## config.mk

```make
export PLATFORM = sky130hd
export DESIGN_NAME = taa_ram
export DESIGN_NICKNAME = d
export VERILOG_FILES = /design/src/sv/taa_ram.sv
export SDC_FILE = /design/constraint.sdc
export NUM_CORES = 2
export LEC_CHECK = 0
export BUFFER_PORTS_ARGS = -buffer_cell sky130_fd_sc_hd__buf_2
export CORE_UTILIZATION = 45
export CTS_CLUSTER_DIAMETER = 200
export DETAILED_ROUTE_END_ITERATION = 7
export GPL_TIMING_DRIVEN = 0
export HOLD_SLACK_MARGIN = 0.03
export PLACE_DENSITY = 0.63
export SETUP_SLACK_MARGIN = 0.1
export SYNTH_ARGS = -nofsm -noshare
export SYNTH_HDL_FRONTEND = slang
export SYNTH_SLANG_ARGS = --single-unit
```

## constraint.sdc

```tcl
create_clock -name clk -period 4.6 [get_ports clk]
set_input_delay 0.92 -clock clk [delete_from_list [all_inputs] [get_ports clk]]
set_output_delay 0.92 -clock clk [all_outputs]
set_load 0.01 [all_outputs]
```

## src/sv/taa_ram.sv

```systemverilog
// Simple dual-port synchronous RAM: one write port, one read port, registered read data.
// Depends on nothing; used for the tag memory and the accounting memory.
module taa_ram #(
	parameter int DEPTH = 64,
	parameter int WIDTH = 32
) (
	input  logic                     clk,
	input  logic                     we,
	input  logic [$clog2(DEPTH)-1:0] waddr,
	input  logic [WIDTH-1:0]         wdata,
	input  logic                     re,
	input  logic [$clog2(DEPTH)-1:0] raddr,
	output logic [WIDTH-1:0]         rdata
);

	logic [WIDTH-1:0] mem [DEPTH];

	// Write port
	always_ff @(posedge clk) begin
		if (we) begin
			mem[waddr] <= wdata;
		end
	end

	// Read port, registered read data
	always_ff @(posedge clk) begin
		if (re) begin
			rdata <= mem[raddr];
		end
	end

endmodule

```

* After elaboration in Yosys (flattened, before gate mapping)
Memories as Yosys holds them, arrays and structs flattened. A register that Yosys moved wholly into a read port is not among the register bits.
Index checks and enable logic that the tools add are counted.
** Operators by class
- Mux-type cells :: 2
** Operator list (count)
- $mux 1 :: 2
** Storage, ports and cells
- Memories kept :: 1
- Logic and storage cells :: 3
- Input bits :: 47
- Register bits :: 0
- Output and inout bits :: 32
- Memory bits (writable) :: 2048
** Memory list
- mem :: words 64, bits a word 32, read ports 1, clocked after memory_dff 1, wr ports 1, RTL line 16 : logic [WIDTH-1:0] mem [DEPTH];

* Depth between registers and ports, before layout
- Depth after elaboration :: 2
- Gate-level depth with buffers :: 10
- Mapped depth without buffers :: 5

* Least setup slack after synthesis
No wires, ideal clock.
- Path kind :: input to register
- Start :: input port waddr[3]
- End :: memory mem[48][0] (enable)
- Slack :: 0.520 ns
- Arrival time :: 3.619 ns
- Setup time :: 0.461 ns
- Required time :: 4.139 ns
- Stages :: 4
- Buffers on the path :: 1
- Cells stage by stage :: clkbuf_1 -> nor2b_1 -> nand4b_1 -> nor3_1
** RTL lines
- start, declared :: RTL line 9 : input logic [$clog2(DEPTH)-1:0] waddr,
- end, declared :: RTL line 16
Straight into the memory's write port.

==> impl_metrics.yaml <==
setup_path:
  critPathMostFrequentCell: "buf_2"
  r2r-end: "rdata[18]$_DFFE_PP_"
  r2r_setup_slack_ps: 1770
  crit_arrival_ps: 5250
  cp_top_family: "buffers and inverters"
  reg2reg_from: "mem[27][18]$_DFFE_PP_"
  cp_cell_sequence: "buf_2 -> buf_2 -> buf_2 -> buf_1 -> mux4_2 -> mux2i_1 -> a21oi_1 -> a21oi_1 -> nor2_1"
  end_kind: "flop"
  crit_fanout: 10
  required_ps: 5170
  r2r_cells: 4
  critPathLaunchType: "primary input"
  cp_slowest_cell: "a21oi_1"
  crit_buf_inv: 4
  crit_type: "in -> reg"
  worstSetupStartpoint: "raddr[1]"
  crit_path_max_incr_delay_ps: 940
finish:
  postLayoutCellArea_sq_um: 91100
  mostFrequentLayoutCells: "2080 x edfxtp_1, 544 x mux4_2, 201 x clkbuf_16"
  area_growth_pct: 15.5
  seqCellArea_sq_um: 62500
  fillers: 13200
  mostFrequentLayoutCell: "edfxtp_1"
  nets: 3744
  multi_input_area_sq_um: 16000
  drive_above_1_share: 0.291
  stdcell_count: 6200
  finish.utilization: 0.523
drt:
  wl_per_cell_um: 38.9
  first_pass_iters: 6
  vias: 39900
  ant_nets: 0
  totalWireLength_um: 241000
  drt_iter0_drc: 7298
  via_per_inst: 6.43
  drc: 0
power:
  total_power_mw: 39.0
  ir_worst_vdd_mv: 0.428
  p_leak_nw: 28.1
  powerDensity_nw_per_um2: 429
cts:
  clk-insertion-delay-late_ps: 860
  clock_path_buffers: 3
  post_cts_resized: 0
  cts_tree: "yes"
  postCtsSetupBuffers: 0
  clock_sinks: 2080
  h-tree-depth: 4
  cts_buffers: 201
  clkTransAtPathRegs_ps: 60
  cts_root_buffer: "clkbuf_16"
  cts_hold_buf: 0
outcome:
  violations: "setup timing"
  status: "finished with violations"
floorplan:
  die-height_um: 421
  die-area_sq_um: 177000
  initial_core_util: 0.453
  core_area_sq_um: 174000
  die_width_um: 421
  rows: 153
  io_pins: 79
global_routing:
  grt-ovfl-total: 0
  first_global_vias: 38600
  track_usage: 0.276
  grt_max_degree: 65
  use_met1: 0.384
  grtUsageMet2: 0.417
  antenna_found_initial: 24
  use_met3: 0.0571
  grt_pass1_wl_um: 325000
  grt.busiest_layer: "met2"
timing:
  final_max_slew_viol_count: 0
  setup_viol: 1
  setup_ws_ps: -75.1
  hold_violations: 0
  grt_setup_unrepaired: "no"
  period_needed_ps: 4680
  post-route-period-util: 1.02
  fin_skew_ps: 40.1
  whs_ps: 540
  setup_tns_ps: -75.1
  fmax_ghz: 0.214
  tightest_slew_ps: 1480
  max_slew_margin: 0.0155
min_path:
  holdCritPathClass: "in -> reg"
  worstHoldEndpoint: "mem[63][25]$_DFFE_PP_"
  min-delay-start: "wdata[25]"
  min_delay_path_depth: 1
logic_synthesis:
  synth_area_leaders: "edfxtp_1 79%, mux4_2 16%, mux2i_1 1.2%"
  synth.avg_cell_area_sq_um: 23.7
  syn_area_sq_um: 78800
  ys_ff_latch: 2080
  yosys_warnings: 0
  synth_top_area_share: 0.792
  synth_nets: 3371
  syn_inst: 3324
  synth-seq-area-share: 0.792
  synth_top_cell_by_area: "edfxtp_1"
  synth_cell_types: 33
placement:
  place_area_sq_um: 84800
  gp_congestion: 0.866
  dpl_worst_slack_ps: -800
  io_buffers: 70
  dp.cells: 5818
  hpwlAfterDp_um: 154000
flow_run:
  drv_cap: 0
[kinds of logic after synthesis]
kind of cell,after synthesis,synth area share
buffers and inverters,182,0.0112
flip-flops,2080,0.792
AND/OR/NAND/NOR,223,0.0126
multiplexers,637,0.167
AO/OA/AOI/OAI,202,0.0167
[per-layer routing]
metal	vias up	part of all wire
met2	2917	0.46
met1	21400	0.37
met4	0	0.055
met3	548	0.12
met5	-	0
li1	15100	-
[worst max path at each step]
stage,depth (start not counted),slack [ps],to
3_3_place_gp,4,-3290,mem[48][13]$_DFFE_PP_
4_1_cts,9,140,rdata[6]$_DFFE_PP_
6_report,9,-80,rdata[19]$_DFFE_PP_
5_1_grt,9,130,rdata[6]$_DFFE_PP_
2_1_floorplan,4,520,mem[48][0]$_DFFE_PP_
3_5_place_dp,9,-800,rdata[6]$_DFFE_PP_
[state kept, by name, summed over array words and instances (netlist names)]
name / flops
mem: 2048
rdata: 32
[cells in the mapped netlist]
master    instances
a21oi_1          62
a22oi_1          12
a311oi_1          8
a31oi_1           1
a41o_1            4
and2_1            2
and3_1            4
buf_1            21
buf_2            57
buf_4            25
buf_6             5
clkbuf_1         74
edfxtp_1       2080
mux2i_1          93
mux4_2          544
nand2_1          26
nand2b_1          8
nand3_1           5
nand3b_1          5
nand4_1           2
nand4b_1          1
nor2_1          137
nor2b_1          15
nor3_1            7
o221ai_1         27
o22ai_1          84
o32ai_1           4
or2_0             1
or2_1             1
or2_2             1
or3_1             3
or3b_1            2
or3b_2            3
[final cells by class]
type	instances	share of cell area
Multi-Input combinational cell	1062	0.175
Buffer	182	0.00985
Tap cell	2325	0.0319
Timing Repair Buffer	170	0.0286
Sequential cell	2080	0.686
Clock buffer	258	0.0576
Clock inverter	108	0.0103
Antenna cell	15	0.000412
[where the power goes]
group / leakage [nW] / internal [mW] / switching (mW)
registers: 18.7 / 21.0 / 0.0340
clock network: 2.99 / 8.59 / 7.18
logic: 6.39 / 0.713 / 1.51
total: 28.1 / 30.3 / 8.72
Note: power is estimated with default switching activity, not from simulation.
